$ cat src/hdl/swscrc_pkg.sv
// Shared types, codes and the CRC-32 byte step for the write-session block.
// No dependencies; every other file imports this package.
`timescale 1ns / 1ps

package swscrc_pkg;

	// opcodes
	localparam logic [2:0] OP_BEGIN  = 3'd0;
	localparam logic [2:0] OP_HEADER = 3'd1;
	localparam logic [2:0] OP_BYTE   = 3'd2;
	localparam logic [2:0] OP_END    = 3'd3;
	localparam logic [2:0] OP_WIPE   = 3'd4;

	// status codes
	localparam logic [2:0] ST_OK    = 3'd0;
	localparam logic [2:0] ST_SEQ   = 3'd1;
	localparam logic [2:0] ST_RANGE = 3'd2;
	localparam logic [2:0] ST_WFAIL = 3'd3;
	localparam logic [2:0] ST_CRC   = 3'd4;

	localparam logic [31:0] CRC_POLY = 32'hEDB8_8320;
	localparam logic [31:0] CRC_ONES = 32'hFFFF_FFFF;

	typedef struct packed {
		logic [2:0]  opcode;
		logic [15:0] packet_seq;
		logic [15:0] chunk_length;
		logic [7:0]  data_byte;
		logic [31:0] word_value;
		logic        flash_ok;
	} item_t;

	typedef struct packed {
		logic [2:0]  status;
		logic [15:0] next_seq;
		logic        program_valid;
		logic [19:0] program_offset;
		logic [7:0]  program_byte;
		logic        chunk_done;
		logic        commit;
		logic [31:0] final_crc;
		logic [20:0] file_size;
	} result_t;

	// pipeline flow control shared by the stage registers
	typedef struct packed {
		logic s1_valid;  // input stage holds a word
		logic advance;   // input stage moves into the result register
	} flow_t;

	// reflected CRC-32, one byte
	function automatic logic [31:0] crc32_byte(input logic [31:0] crc, input logic [7:0] b);
		logic [31:0] c;
		c = {24'h0, crc[7:0] ^ b};
		for (int k = 0; k < 8; k++) begin
			c = c[0] ? (CRC_POLY ^ (c >> 1)) : (c >> 1);
		end
		return c ^ (crc >> 8);
	endfunction

endpackage

$ cat src/hdl/swscrc_in_reg.sv
// Input stage register for the write-session block.
// Depends on swscrc_pkg (item_t, flow_t).
`timescale 1ns / 1ps

module swscrc_in_reg (
	input  logic                clk,
	input  logic                arst_n,
	input  logic                item_valid,
	input  swscrc_pkg::item_t   item,
	input  swscrc_pkg::flow_t   flow,
	output logic                item_stall,
	output logic                valid_s1,
	output swscrc_pkg::item_t   item_s1
);
	import swscrc_pkg::*;

	// full and not draining this cycle
	assign item_stall = flow.s1_valid && !flow.advance;

	always_ff @(posedge clk or negedge arst_n) begin
		if (!arst_n) begin
			valid_s1 <= 1'b0;
		end else if (!item_stall) begin
			valid_s1 <= item_valid;
		end
	end

	always_ff @(posedge clk) begin
		if (item_valid && !item_stall) begin
			item_s1 <= item;
		end
	end

endmodule

$ cat src/hdl/swscrc_session.sv
// Session state and per-word decode: sequence, range, CRC and commit checks.
// Depends on swscrc_pkg (item_t, result_t, codes, crc32_byte).
`timescale 1ns / 1ps

module swscrc_session #(
	parameter int MAX_FILE_BYTES  = 1048576,
	parameter int CHUNK_MAX_BYTES = 256
) (
	input  logic                clk,
	input  logic                arst_n,
	input  logic                advance,
	input  swscrc_pkg::item_t   item,
	output swscrc_pkg::result_t result
);
	import swscrc_pkg::*;

	localparam int TOT_W = $clog2(MAX_FILE_BYTES + 1);
	localparam int LEN_W = $clog2(CHUNK_MAX_BYTES + 1);
	localparam int SUM_W = ((TOT_W > 16) ? TOT_W : 16) + 1;

	logic             active_q, active_d;
	logic [TOT_W-1:0] total_q, total_d;
	logic [TOT_W-1:0] offset_q, offset_d;
	logic [15:0]      seq_q, seq_d;
	logic [31:0]      crc_q, crc_d;
	logic [LEN_W-1:0] left_q, left_d;

	logic [SUM_W-1:0] end_sum;
	logic [31:0]      crc_fin;

	assign end_sum = SUM_W'(offset_q) + SUM_W'(item.chunk_length);
	assign crc_fin = crc_q ^ CRC_ONES;

	always_comb begin
		active_d = active_q;
		total_d  = total_q;
		offset_d = offset_q;
		seq_d    = seq_q;
		crc_d    = crc_q;
		left_d   = left_q;
		result   = '0;
		result.status = ST_OK;

		unique case (item.opcode)
			OP_BEGIN: begin
				if (item.word_value == 32'd0 ||
				    item.word_value > 32'(MAX_FILE_BYTES)) begin
					result.status = ST_RANGE;
				end else if (!item.flash_ok) begin
					active_d = 1'b0;
					left_d   = '0;
					result.status = ST_WFAIL;
				end else begin
					active_d = 1'b1;
					total_d  = item.word_value[TOT_W-1:0];
					offset_d = '0;
					seq_d    = '0;
					crc_d    = CRC_ONES;
					left_d   = '0;
				end
			end
			OP_HEADER: begin
				if (!active_q || left_q != '0 || item.packet_seq != seq_q) begin
					result.status = ST_SEQ;
				end else if (item.chunk_length == 16'd0 ||
				             32'(item.chunk_length) > 32'(CHUNK_MAX_BYTES) ||
				             end_sum > SUM_W'(total_q)) begin
					result.status = ST_RANGE;
				end else begin
					left_d = item.chunk_length[LEN_W-1:0];
				end
			end
			OP_BYTE: begin
				if (!active_q || left_q == '0) begin
					result.status = ST_SEQ;
				end else begin
					result.program_valid  = 1'b1;
					result.program_offset = 20'(offset_q);
					result.program_byte   = item.data_byte;
					if (!item.flash_ok) begin
						active_d = 1'b0;
						left_d   = '0;
						result.status = ST_WFAIL;
					end else begin
						crc_d    = crc32_byte(crc_q, item.data_byte);
						offset_d = offset_q + TOT_W'(1);
						left_d   = left_q - LEN_W'(1);
						if (left_q == LEN_W'(1)) begin
							seq_d = seq_q + 16'd1;
							result.chunk_done = 1'b1;
						end
					end
				end
			end
			OP_END: begin
				if (!active_q) begin
					result.status = ST_SEQ;
				end else begin
					active_d = 1'b0;
					left_d   = '0;
					if (offset_q != total_q) begin
						result.status = ST_SEQ;
					end else if (crc_fin != item.word_value) begin
						result.status = ST_CRC;
					end else begin
						result.commit    = 1'b1;
						result.final_crc = crc_fin;
						result.file_size = 21'(32'(total_q) & 32'h001F_FFFF);
					end
				end
			end
			OP_WIPE: begin
				if (!item.flash_ok) begin
					result.status = ST_WFAIL;
				end else begin
					active_d = 1'b0;
					total_d  = '0;
					offset_d = '0;
					seq_d    = '0;
					crc_d    = '0;
					left_d   = '0;
				end
			end
			default: begin
				result.status = ST_RANGE;
			end
		endcase

		result.next_seq = seq_d;
	end

	always_ff @(posedge clk or negedge arst_n) begin
		if (!arst_n) begin
			active_q <= 1'b0;
			total_q  <= '0;
			offset_q <= '0;
			seq_q    <= '0;
			crc_q    <= '0;
			left_q   <= '0;
		end else if (advance) begin
			active_q <= active_d;
			total_q  <= total_d;
			offset_q <= offset_d;
			seq_q    <= seq_d;
			crc_q    <= crc_d;
			left_q   <= left_d;
		end
	end

endmodule

$ cat src/hdl/swscrc_out_reg.sv
// Result register of the write-session block, held while the sink stalls.
// Depends on swscrc_pkg (result_t).
`timescale 1ns / 1ps

module swscrc_out_reg (
	input  logic                clk,
	input  logic                arst_n,
	input  logic                advance,
	input  swscrc_pkg::result_t next_result,
	input  logic                result_stall,
	output logic                result_valid,
	output swscrc_pkg::result_t result
);
	import swscrc_pkg::*;

	always_ff @(posedge clk or negedge arst_n) begin
		if (!arst_n) begin
			result_valid <= 1'b0;
		end else if (advance) begin
			result_valid <= 1'b1;
		end else if (!result_stall) begin
			result_valid <= 1'b0;
		end
	end

	always_ff @(posedge clk) begin
		if (advance) begin
			result <= next_result;
		end
	end

endmodule

$ cat src/hdl/sequenced_write_session_crc32.sv
// Top level of the sequenced file-write session with CRC-32.
// Depends on swscrc_pkg, swscrc_in_reg, swscrc_session, swscrc_out_reg.
`timescale 1ns / 1ps
//
//  channel  | handshake                  | word
//  ---------+----------------------------+----------------------------------
//  item     | item_valid / item_stall    | opcode, seq, length, byte, word, ok
//  result   | result_valid / result_stall| status, seq, program, commit, crc
//
// One word in, one word out. A word is held in the input register while the
// session logic decodes it, and state is updated at the edge that loads the
// result register; one word per cycle sustained while result_stall is low.
// The CRC step is one byte per cycle while the pipeline advances, eight bit steps deep in logic.
// arst_n clears session state and both valid flags; no clearing pass.
// A stalled result holds; the input register still takes one more word,
// then item_stall rises until the result drains.

module sequenced_write_session_crc32 #(
	parameter int MAX_FILE_BYTES  = 1048576,
	parameter int CHUNK_MAX_BYTES = 256
) (
	input  logic                clk,
	input  logic                arst_n,
	input  logic                item_valid,
	output logic                item_stall,
	input  swscrc_pkg::item_t   item,
	output logic                result_valid,
	input  logic                result_stall,
	output swscrc_pkg::result_t result
);
	import swscrc_pkg::*;

	logic    valid_s1;
	item_t   item_s1;
	result_t next_result;
	flow_t   flow;

	// the input stage drains whenever the result register is free or emptying
	assign flow.s1_valid = valid_s1;
	assign flow.advance  = valid_s1 && !(result_valid && result_stall);

	swscrc_in_reg u_in_reg (
		.clk        (clk),
		.arst_n     (arst_n),
		.item_valid (item_valid),
		.item       (item),
		.flow       (flow),
		.item_stall (item_stall),
		.valid_s1   (valid_s1),
		.item_s1    (item_s1)
	);

	// state moves only on advance, so the next word sees this word's effect
	swscrc_session #(
		.MAX_FILE_BYTES  (MAX_FILE_BYTES),
		.CHUNK_MAX_BYTES (CHUNK_MAX_BYTES)
	) u_session (
		.clk     (clk),
		.arst_n  (arst_n),
		.advance (flow.advance),
		.item    (item_s1),
		.result  (next_result)
	);

	swscrc_out_reg u_out_reg (
		.clk          (clk),
		.arst_n       (arst_n),
		.advance      (flow.advance),
		.next_result  (next_result),
		.result_stall (result_stall),
		.result_valid (result_valid),
		.result       (result)
	);

	// an accepted word is in the input stage on the next cycle
	a_accept_lands: assert property (@(posedge clk) disable iff (!arst_n)
		(item_valid && !item_stall) |=> valid_s1)
		else $error("accepted word did not reach input stage");

	// result valid drops only after its handshake
	a_result_drop: assert property (@(posedge clk) disable iff (!arst_n)
		$fell(result_valid) |-> $past(!result_stall))
		else $error("result dropped while stalled");

	// a commit is a clean end: ok status, no program request, no chunk end
	a_commit_clean: assert property (@(posedge clk) disable iff (!arst_n)
		(result_valid && result.commit) |->
		(result.status == ST_OK && !result.program_valid && !result.chunk_done))
		else $error("commit with bad status or program request");

	// chunk end only on a programmed byte
	a_chunk_done: assert property (@(posedge clk) disable iff (!arst_n)
		(result_valid && result.chunk_done) |->
		(result.program_valid && result.status == ST_OK))
		else $error("chunk end without programmed byte");

endmodule

$ cat config.mk
export PLATFORM = sky130hd
export DESIGN_NAME = sequenced_write_session_crc32
export DESIGN_NICKNAME = d
export VERILOG_FILES = /design/src/hdl/swscrc_pkg.sv /design/src/hdl/swscrc_in_reg.sv /design/src/hdl/swscrc_session.sv /design/src/hdl/swscrc_out_reg.sv /design/src/hdl/sequenced_write_session_crc32.sv
export SDC_FILE = /design/constraint.sdc
export NUM_CORES = 1
export LEC_CHECK = 0
export ABC_AREA = 1
export BUFFER_PORTS_ARGS = -buffer_cell sky130_fd_sc_hd__buf_2
export CORE_ASPECT_RATIO = 0.9
export CORE_MARGIN = 1
export CORE_UTILIZATION = 64
export DETAILED_ROUTE_END_ITERATION = 12
export GPL_ROUTABILITY_DRIVEN = 1
export PLACE_DENSITY = 0.87
export SYNTH_ARGS = -nofsm -noshare
export SYNTH_HDL_FRONTEND = slang
export SYNTH_SLANG_ARGS = --single-unit
$ cat constraint.sdc
create_clock -name clk -period 10.1 [get_ports clk]
set_clock_uncertainty 0.2 [all_clocks]
set_input_delay 0 -clock clk [delete_from_list [all_inputs] [get_ports clk]]
set_output_delay 0 -clock clk [all_outputs]
set_load 0.02 [all_outputs]
### Word level (Yosys, flattened, before mapping)

Cells that the tools add are included.
W data, S select, Z words.

| storage, ports and cells | value |
|---|---|
| output and inout port bits | 105 |
| logic and storage cells | 153 |
| bits in registers | 281 |
| input port bits | 80 |

| cells by class | value |
|---|---|
| equal/unequal tests | 18 |
| reduce and logical (&&, ||, !) cells | 32 |
| bitwise gates (word level) | 15 |
| multiplexer cells | 58 |
| $lt $le $gt $ge | 3 |
| $add $sub $neg | 4 |

Operators with widths:

| cell | number |
|---|---|
| $mux W32 | 13 |
| $mux W21 | 7 |
| $not A13 Y14 | 7 |
| $pmux W32 S3 | 1 |
| $mux W16 | 5 |
| $mux W9 | 7 |
| $pmux W21 S3 | 1 |
| $mux W54 | 1 |
| $pmux W16 S3 | 1 |
| $pmux W9 S5 | 1 |
| $pmux W21 S2 | 1 |
| $gt A32 B21 Y1 const B | 1 |
| $logic_not A32 Y1 | 1 |
| $ne A32 B32 Y1 | 1 |
| $not A32 Y32 | 1 |
| $xor A32 B24 Y32 | 1 |
| $mux W30 | 1 |
| $add A21 B16 Y22 | 1 |
| $gt A22 B21 Y1 | 1 |
| $add A21 B1 Y21 const B | 1 |
| $ne A21 B21 Y1 | 1 |
| $mux W3 | 6 |
| $add A16 B1 Y16 const B | 1 |
| $gt A16 B9 Y1 const B | 1 |
| 33 further kinds | 67 |

### Logic depth before layout (Yosys ltp)

Gate-level depths: netlist of run 1.

| logic depth | value |
|---|---|
| depth in word-level cells | 21 |
| gate-level depth with buffers | 26 |

### Hierarchy

Synthesis of run 1 repeated with hierarchy kept, for this count alone.

| second synthesis, totals | value |
|---|---|
| cell total of the unflattened synthesis | 1,624 |
| area, all modules | 15,124.5 um2 |

By module, submodules not included:

| module | times used | cells an instance | seq. area each (um2) | area each (um2) |
|---|---|---|---|---|
| swscrc_session | 1 | 1,431 | 2,502.4 | 9,640.5 |
| swscrc_out_reg | 1 | 107 | 3,118.0 | 3,129.3 |
| swscrc_in_reg | 1 | 84 | 2,307.2 | 2,342.2 |
| sequenced_write_session_crc32 | 1 | 2 | 0.0 | 12.5 |

### Worst setup path before layout of run 1

OpenSTA, ideal clock, no wires.

| path | value |
|---|---|
| path kind | register to register |
| start | register u_out_reg.result_valid |
| end | register u_session.seq_q[1] |
| stages on the path, launching flop included | 9 |
| clock period less this slack | 4.883 ns |
| data arrival time | 4.548 ns |
| setup time | 0.135 ns |
| buffers on the path | 2 |
| slack | 5.217 ns |
| required time | 9.765 ns |
| cell sequence | dfrtp_1 nand2_1 inv_1 nor2_1 clkbuf_1 clkbuf_1 inv_1 nand2_1 nand2_1 |

| between the ends | value |
|---|---|
| longest elaborated chain between the ends | 3 |

Ends and longest elaborated chain:

| element | RTL line | text |
|---|---|---|
| start, declared | swscrc_out_reg.sv:11 | `output logic result_valid,` |
| start signal, assigned | swscrc_out_reg.sv:18 | `result_valid <= 1'b0;` |
| start signal, assigned | swscrc_out_reg.sv:20 | `result_valid <= 1'b1;` |
| start signal, assigned | swscrc_out_reg.sv:22 | `result_valid <= 1'b0;` |
| $logic_and A1 B1 Y1 | sequenced_write_session_crc32.sv:40 | `assign flow.advance = valid_s1 && !(result_valid && result_stall);` |
| $logic_not A1 Y1 | sequenced_write_session_crc32.sv:40 |  |
| $logic_and A1 B1 Y1 | sequenced_write_session_crc32.sv:40 |  |
| via u_out_reg.advance | swscrc_out_reg.sv:8 | `input logic advance,` |
| end signal, assigned | swscrc_session.sv:144 | `seq_q <= seq_d;` |
| end, declared | swscrc_session.sv:24 | `logic [15:0] seq_q, seq_d;` |

The timed path passes the listed nets, and every way through them passes these cells.
A chain may end at the register's enable or synchronous reset.

### Worst setup path in the final report of run 1

| path | value |
|---|---|
| start | register u_session.offset_q[0] |
| end | register u_session.left_q[4] |

| between the ends | value |
|---|---|
| longest elaborated chain between the ends | 5 |

Ends and longest elaborated chain:

| element | RTL line | text |
|---|---|---|
| start, declared | swscrc_session.sv:23 | `logic [TOT_W-1:0] offset_q, offset_d;` |
| start signal, assigned | swscrc_session.sv:143 | `offset_q <= offset_d;` |
| $add A21 B16 Y22 | swscrc_session.sv:31 | `assign end_sum = SUM_W'(offset_q) + SUM_W'(item.chunk_length);` |
| $gt A22 B21 Y1 | swscrc_session.sv:67 | `end_sum > SUM_W'(total_q)) begin` |
| $logic_or A1 B1 Y1 | swscrc_session.sv:66 | `32'(item.chunk_length) > 32'(CHUNK_MAX_BYTES) \|\|` |
| $ne A2 B2 Y1 (no source line) | -- |  |
| $reduce_and A8 Y1 (no source line) | -- |  |
| end signal, assigned | swscrc_session.sv:146 | `left_q <= left_d;` |
| end, declared | swscrc_session.sv:26 | `logic [LEN_W-1:0] left_q, left_d;` |

Every way passes these cells.

==> impl_metrics.csv, run 1 <==
group,metric,value,unit
timing,setup_violations,0,
flow_run,maxCapViolCount,0,
floorplanning,core,23300,µm²
floorplanning,std_cell_rows,53,
timing,min_period,4.58,ns
timing,rsz0062_at_grt,"no",
place,gp_congestion,0.952,
synth,yosysSeqAreaShare,52.2,%
place,portBuffers,184,
power,clock_power_share,25.6,%
timing,fmax,218,MHz
cts,cts_made_buffers,28,
finish,fillers,1397,
cts,htreeDepth,1,
synth,synth_cells,1612,
synth,ys_seq_elements,281,
timing,setup_ws,5.52,ns
place,place_ws,5.68,ns
grt,grt_max_degree,76,
grt,grt_pass1_vias,13661,
worst_setup_path,crit_path_max_fanout,11,
synth,syn-cell-area,15200,µm²
power,power_switching_share,39.3,%
outcome,run_status,"completed",
finish,nNetsFinal,2063,
floorplanning,start_util,65.1,%
synth,ys_types,54,
timing,relSlewSlack,26.0,%
cts,numClockSinks,281,
drt,dr.pass1.iters,6,
power,internal_power,2510,µW
place,hpwl,30400,µm
cts,clk-insertion-delay-late,0.58,ns
cts,post_cts_resized,0,
power,leakagePower,0.00815,µW
synth,ys_async_sr_fraction,36.3,%
drt,vias_per_cell,6.21,
timing,fin_crit_sh,45.3,%
finish,final_util,80.5,%
grt,grt.overflow.total,0,
power,pwr-share-seq,40.2,%
floorplanning,fp.dieW,164,µm
drt,drt-wirelength-per-cell,21.8,µm
timing,worstMarginPinSlew,1.11,ns
finish,regArea,7930,µm²
worst_setup_path,cp.required,10.39,ns
cts,cts.path.max_buffers,3,
drt,drc,0,
power,switchingPower,1630,µW
cts,cts_tree,"yes",
finish,multiInputGateArea,6260,µm²
grt,antenna_found_initial,0,
drt,drt_iter0_drc,2034,
cts,cts_hold_buffers,159,
power,ir_drop,0.000214,V
cts,cts-root-buf,"clkbuf_16",
synth,dominantRegCellSynth,"edfxtp_1",
drt,ant_nets,0,
finish,fin_area,18800,µm²
floorplanning,die_area,24400,µm²
floorplanning,fp.dieH,148,µm
finish,final_cells,2265,
place,dpl.cell_count,2054,
drt,routed_wl,49500,µm
worst_setup_path,crit_path_start_kind,"flip-flop",
grt,grtUsageTotal,41.1,%
finish,layout-drive-gt1-share,15.3,%
worst_setup_path,cp-end-kind,"flip-flop",
power,power_density,220,nW/µm²
grt,grt_pass1_wl,76100,µm
power,pwr-share-comb,34.2,%
timing,fin_tns_setup,0,ns
cts,clk_pin_slew_worst_paths,0.06,ns
finish,antennaDiodeCount,0,
synth,synth_warnings,0,
synth,avgSynthCellArea,9.42,µm²
cts,cts_setup_buffers,0,
synth,synth_nets,1734,
synth,synth_edf_count,179,
hold_path,hold_path_class,"in -> reg",
drt,vias,14070,
finish,area_delta_synth_final,23.7,%
place,dpl_cell_area,16300,µm²
timing,finalHoldViolations,0,
timing,slew_viol_final,0,
floorplanning,pin_count,185,
worst_setup_path,worst-setup-path-type,"reg -> reg",
worst_setup_path,arrival,4.87,ns
path summary, 6_finish.rpt:
path | start | to | slack, ns | depth (start not counted)
worst max register to register | u_session.offset_q[0]$_DFFE_PN0P_ | u_session.left_q[4]$_DFFE_PN0P_ | 5.52 | 26
min in group asynchronous | arst_n | u_session.seq_q[13]$_DFFE_PN0P_ | 0.31 | 4
max in group asynchronous | arst_n | u_session.total_q[4]$_DFFE_PN0P_ | 8.46 | 4
worst min-delay path | result_stall | u_out_reg.result_valid$_DFFE_PN0P_ | 0.09 | 4
worst min register to register | u_in_reg.valid_s1$_DFFE_PN0N_ | u_out_reg.result_valid$_DFFE_PN0P_ | 0.32 | 2
worst max-delay path | u_session.offset_q[0]$_DFFE_PN0P_ | u_session.left_q[4]$_DFFE_PN0P_ | 5.52 | 26
cells by family after synthesis:
logic type,Yosys count,synth area share (%)
adders and majority gates,42,3.51
buffers and inverters,242,6.69
and+or+nand+nor,706,21.0
xor gates and xnor gates,118,7.22
AOI/OAI and AO/OA,223,9.41
DFF,281,52.2
flip-flops by register name (all words and copies together) (netlist names):
signal                  flops
u_session.offset_q         21
u_in_reg.item_s1           76
u_out_reg.result          103
u_session.crc_q            32
u_out_reg.result_valid      1
u_session.total_q          21
u_session.left_q            9
u_session.active_q          1
u_session.seq_q            16
u_in_reg.valid_s1           1
area by class of cell:
cell class / instances / share of cell area, %
Sequential cell: 281 / 42.2
Multi-Input combinational cell: 1089 / 33.3
Inverter: 189 / 3.78
Clock inverter: 7 / 0.466
Tap cell: 302 / 2.01
Timing Repair Buffer: 352 / 13.8
Clock buffer: 45 / 4.44
through the flow:
| stage | hold WS, ns | total power, µW |
|---|---|---|
| 2_1_floorplan | -0.496 | 2530 |
| 3_3_place_gp | -0.206 | 2890 |
| 3_5_place_dp | -0.204 | 2930 |
| 4_1_cts | 0.0197 | 4030 |
| 5_1_grt | 0.111 | 4310 |
| 6_report | 0.0881 | 4140 |
placed cells by master (no fill, tap or decap), types with 10 or more instances in the layout:
| master | n |
|---|---|
| dfrtp_1 | 102 |
| nor4_1 | 12 |
| clkbuf_16 | 28 |
| nor2_1 | 120 |
| o31ai_2 | 13 |
| dlygate4sd3_1 | 158 |
| ha_1 | 41 |
| nand3_1 | 114 |
| clkbuf_1 | 10 |
| inv_1 | 185 |
| buf_4 | 10 |
| nand2_1 | 307 |
| o21ai_0 | 72 |
| edfxtp_1 | 179 |
| xnor2_1 | 25 |
| nand4_1 | 34 |
| xor2_1 | 86 |
| nor3_1 | 73 |
| buf_2 | 183 |
| o22ai_1 | 18 |
| a22oi_1 | 33 |
| a21oi_1 | 48 |
| or2_2 | 11 |
layer usage:
layer  wire length [µm]  track usage, %
met4               2720            19.6
met2              22400            65.4
met3               5830            7.67
met1              18500            54.6
met5                  0               0
critical path: stages (launching register included):
cell	delay (ns)
dfrtp_1	0.46
ha_1	0.25
fa_1	0.41
nand3_1	0.10
nand2_1	0.08
a21oi_1	0.29
o21ai_0	0.19
a21boi_0	0.30
o21ai_0	0.15
xor2_1	0.17
ha_1	0.28
nand2_1	0.06
nor2_1	0.16
inv_1	0.06
nor2_1	0.13
nand2_1	0.08
nand2_1	0.07
nand2_1	0.05
nand2_1	0.07
nand2_1	0.05
nand2_1	0.05
nand2_1	0.04
nand2_1	0.09
nand2_1	0.32
nand2_4	0.26
nand2_1	0.10
nand2_1	0.08
power groups by stage:
stage | clock network [µW] | logic, µW | registers, µW
finish | 1060 | 1410 | 1660
floorplan | 0 | 886 | 1650
global placement | 0 | 1240 | 1650
CTS | 1050 | 1340 | 1640
detailed placement | 0 | 1280 | 1660
global route | 1100 | 1540 | 1670
synth_stat cells (all sizes together) (3+ instances only):
cell / n / area (µm²)
nor3: 77 / 405
o2111ai: 6 / 52.6
edfxtp: 179 / 5380
o22ai: 18 / 113
a22oi: 33 / 248
inv: 189 / 709
buf: 34 / 233
nand4: 35 / 225
a21oi: 48 / 240
a2bb2oi: 8 / 70.1
nand3b: 3 / 22.5
clkbuf: 19 / 73.8
nor4: 13 / 87.6
o31ai: 16 / 185
xnor2: 29 / 295
a21boi: 5 / 37.5
or2: 12 / 75.1
o21ai: 79 / 407
nand3: 115 / 588
dfrtp: 102 / 2550
nand2: 317 / 1230
nor2: 131 / 534
xor2: 89 / 802
ha: 41 / 513
Power figures use the tool's default switching activity.
==> inputs of run 2 (changes only) <==
--- a/config.mk
+++ b/config.mk
@@ -5,14 +5,14 @@
 export SDC_FILE = /design/constraint.sdc
 export NUM_CORES = 1
 export LEC_CHECK = 0
-export ABC_AREA = 1
+export ABC_AREA = 0
 export BUFFER_PORTS_ARGS = -buffer_cell sky130_fd_sc_hd__buf_2
 export CORE_ASPECT_RATIO = 0.9
 export CORE_MARGIN = 1
-export CORE_UTILIZATION = 64
+export CORE_UTILIZATION = 58
 export DETAILED_ROUTE_END_ITERATION = 12
 export GPL_ROUTABILITY_DRIVEN = 1
-export PLACE_DENSITY = 0.87
+export PLACE_DENSITY = 0.8
 export SYNTH_ARGS = -nofsm -noshare
 export SYNTH_HDL_FRONTEND = slang
 export SYNTH_SLANG_ARGS = --single-unit
==> constraint.sdc (replaced) <==
create_clock -name clk -period 4.24 [get_ports clk]
set_clock_uncertainty 0.2 [all_clocks]
set_input_delay 0 -clock clk [delete_from_list [all_inputs] [get_ports clk]]
set_output_delay 0 -clock clk [all_outputs]
set_load 0.02 [all_outputs]
==> run 2 against run 1 <==
  * Worst hold slack got worse by 0.049 ns
  * Synthesized cell count fell by 19%
  * First-iteration DRC count decreased by 36%
  * Register-to-register slack got worse by 5.4 ns
  * Wire length fell by 9.7%
  * Synthesized area fell by 6.4%
  * Sequential share of layout area rose by 0.71 points
  * Final area fell by 1.7%
  * Core utilization decreased by 2.7 points
  * Count of clock-buffer cells in the layout down 13
  * Non-clock buffer count is 40 higher
==> impl_metrics.csv, run 2 <==
group,metric,value,unit
timing,setup_violations,0,
place,gp_congestion,0.990,
worst_setup_path,cp-end-kind,"flip-flop",
timing,worstMarginPinSlew,1.13,ns
power,pwr-share-comb,26.7,%
timing,slew_viol_final,0,
worst_setup_path,reg2reg_depth,16,
finish,layout-drive-gt1-share,20.0,%
drt,ant_nets,0,
grt,grt_max_degree,77,
synth,synth.area.top_cells,"edfxtp_1, dfrtp_1, xnor2_1",
cts,numClockSinks,281,
place,portBuffers,184,
worst_setup_path,arrival,4.21,ns
finish,reg_top3,"u_out_reg.result: 103 flops, u_in_reg.item_s1: 76 flops, u_session.crc_q: 32 flops",
synth,ys_seq_elements,281,
power,ir_drop,0.000434,V
drt,drc,0,
synth,synth_nets,1422,
flow_run,maxCapViolCount,0,
timing,holdWs,0.0388,ns
synth,synth.most_common_cell,"edfxtp_1",
timing,relSlewSlack,24.6,%
power,power_switching_share,32.8,%
floorplanning,start_util,59.9,%
floorplanning,pin_count,185,
grt,grtUsageTotal,35.4,%
floorplanning,fp.dieW,167,µm
worst_setup_path,slowest_delay,0.45,ns
cts,cts-root-buf,"clkbuf_16",
timing,finalHoldViolations,0,
drt,routed_wl,44700,µm
worst_setup_path,reg2reg_to,"u_out_reg.result[101]$_DFFE_PP_",
grt,grt_pass1_vias,12154,
power,clock_power_share,31.7,%
cts,cts_made_buffers,29,
worst_setup_path,cpMostUsedCell,"nand4_1",
drt,drt-wirelength-per-cell,22.6,µm
floorplanning,fp.dieH,151,µm
timing,fmax,245,MHz
synth,dominantRegCellSynth,"edfxtp_1",
power,switchingPower,2860,µW
finish,nNetsFinal,1777,
timing,fin_crit_sh,96.3,%
synth,synth_edf_count,179,
power,leakagePower,0.00752,µW
synth,yosysSeqAreaShare,55.7,%
cts,cts_tree,"yes",
cts,htreeDepth,1,
synth,synth_warnings,0,
hold_path,min_path_cells,2,
timing,setup_ws,0.156,ns
worst_setup_path,rrSetupSlack,0.16,ns
finish,final_cell_mix,"buf_2, edfxtp_1, nor2_1, dlygate4sd3_1, xnor2_1",
power,internal_power,5870,µW
synth,avgSynthCellArea,10.9,µm²
finish,largest_reg_flops,103,
grt,grt_pass1_wl,68000,µm
synth,yosys-top-cells-count,"edfxtp_1, nor2_1, xnor2_1, nand2_1, dfrtp_1",
drt,vias,12309,
power,pwr-share-seq,41.6,%
finish,area_delta_synth_final,29.9,%
hold_path,hp-start,"item[49]",
grt,grt.overflow.total,0,
place,place_ws,-0.194,ns
synth,ys_async_sr_fraction,36.3,%
finish,antennaDiodeCount,0,
synth,synth_top_area_share,37.8,%
timing,min_period,4.08,ns
cts,clk-insertion-delay-late,0.57,ns
timing,rsz0062_at_grt,"yes",
drt,drt_iter0_drc,1295,
place,hpwl,27600,µm
hold_path,hold_path_class,"in -> reg",
power,power_density,473,nW/µm²
finish,final_common_cell,"buf_2",
worst_setup_path,worst-setup-path-type,"reg -> reg",
cts,clk_pin_slew_worst_paths,0.07,ns
worst_setup_path,cp.required,4.36,ns
floorplanning,core,23700,µm²
drt,dr.pass1.iters,6,
finish,top_register,"u_out_reg.result",
worst_setup_path,cp_cell_sequence,"ha_4 -> nand3_2 -> o211ai_1 -> nand4_1 -> a21oi_2 -> nor2_2 -> nor2_1 -> xor2_1 -> ha_1 -> nand4_1 -> nor3_1 -> a22oi_1 -> nand3_1 -> o41ai_4 -> nand2_2 -> a31o_2",
finish,fin_area,18500,µm²
floorplanning,std_cell_rows,53,
synth,syn-cell-area,14200,µm²
worst_setup_path,crit_slowest_cell,"edfxtp_1",
synth,synth_cells,1300,
synth,synth.largest_area_cell,"edfxtp_1",
floorplanning,die_area,25200,µm²
finish,final_util,77.8,%
worst_setup_path,r2r-start,"u_in_reg.item_s1[45]$_DFFE_PP_",
hold_path,min_to,"u_in_reg.item_s1[49]$_DFFE_PP_",
outcome,run_status,"completed",
grt,antenna_found_initial,0,
worst_setup_path,crit_path_max_fanout,5,
synth,ys_types,69,
cts,cts.path.max_buffers,3,
worst_setup_path,crit_path_start_kind,"flip-flop",
place,dpl_cell_area,15600,µm²
drt,vias_per_cell,6.22,
-- run 2: repair_timing --
item	in CTS	in global routing
hold buffers	157	0
pin swaps	7	11
hold endpoints to repair	153	0
buffers inserted	1	5
setup endpoints to repair	10	10
gates cloned	0	0
resized for setup	12	25
-- run 2: power by group through the flow --
stage	clock network, µW	logic (µW)	registers, µW
2_1_floorplan	0	1570	3590
5_1_grt	2860	2520	3650
6_report	2770	2330	3630
3_3_place_gp	0	2080	3640
3_5_place_dp	0	2110	3650
4_1_cts	2750	2250	3600
-- run 2: cells by family (layout without fill, tap and decap cells) --
family	after synthesis	count (layout)	synth area share, %
AND/OR/NAND/NOR	454	454	15.6
flip-flops	281	281	55.7
multiplexers	1	1	0.0704
XOR/XNOR	166	166	10.4
buffers and inverters	107	485	3.00
AO/OA/AOI/OAI	249	249	11.5
adder cells (fa/ha/maj)	42	42	3.75
-- run 2: metrics by stage --
stage | TNS (ns) | total power [µW] | cells
floorplan | 0 | 5170 | 1300
global placement | -0.828 | 5730 | 1763
detailed placement | -1.29 | 5760 | 1763
CTS | 0 | 8600 | 1975
global route | -0.155 | 9030 | 1980
finish | 0 | 8740 | 1980
-- run 2: final cells by class --
cell class                 instances  area (µm²)
tap                              302         378
fill                            1437        5270
sequential                       281        7930
multi-input combinational        912        6100
inverter                          39         150
clock buffer                      32         747
timing repair buffer             392        2900
clock inverter                    22         280
-- run 2: critical path, delay by kind of cell (launching register included) --
family          cells  cell delay [ns]
fa+ha+maj           2             0.61
simple gates        8             1.04
xor+xnor            1             0.17
compound gates      5             1.36
flops               1             0.45
-- run 2: metal layers --
layer	wire, µm	track usage, %
met5	0	0
met4	2040	15.6
met3	3930	6.02
met2	21700	60.4
met1	17000	44.6
-- run 2: how the worst max path moves through the flow --
stage                                       to  slack [ns]                         startpoint
3_5_place_dp   u_session.left_q[8]$_DFFE_PN0P_       -0.19     u_in_reg.item_s1[41]$_DFFE_PP_
6_report       u_out_reg.result[101]$_DFFE_PP_        0.16     u_in_reg.item_s1[45]$_DFFE_PP_
2_1_floorplan  u_out_reg.result[101]$_DFFE_PP_        0.04  u_session.offset_q[0]$_DFFE_PN0P_
4_1_cts        u_out_reg.result[101]$_DFFE_PP_       0.007     u_in_reg.item_s1[45]$_DFFE_PP_
5_1_grt        u_out_reg.result[101]$_DFFE_PP_       -0.05     u_in_reg.item_s1[45]$_DFFE_PP_
3_3_place_gp   u_out_reg.result[101]$_DFFE_PP_       -0.15     u_in_reg.item_s1[41]$_DFFE_PP_
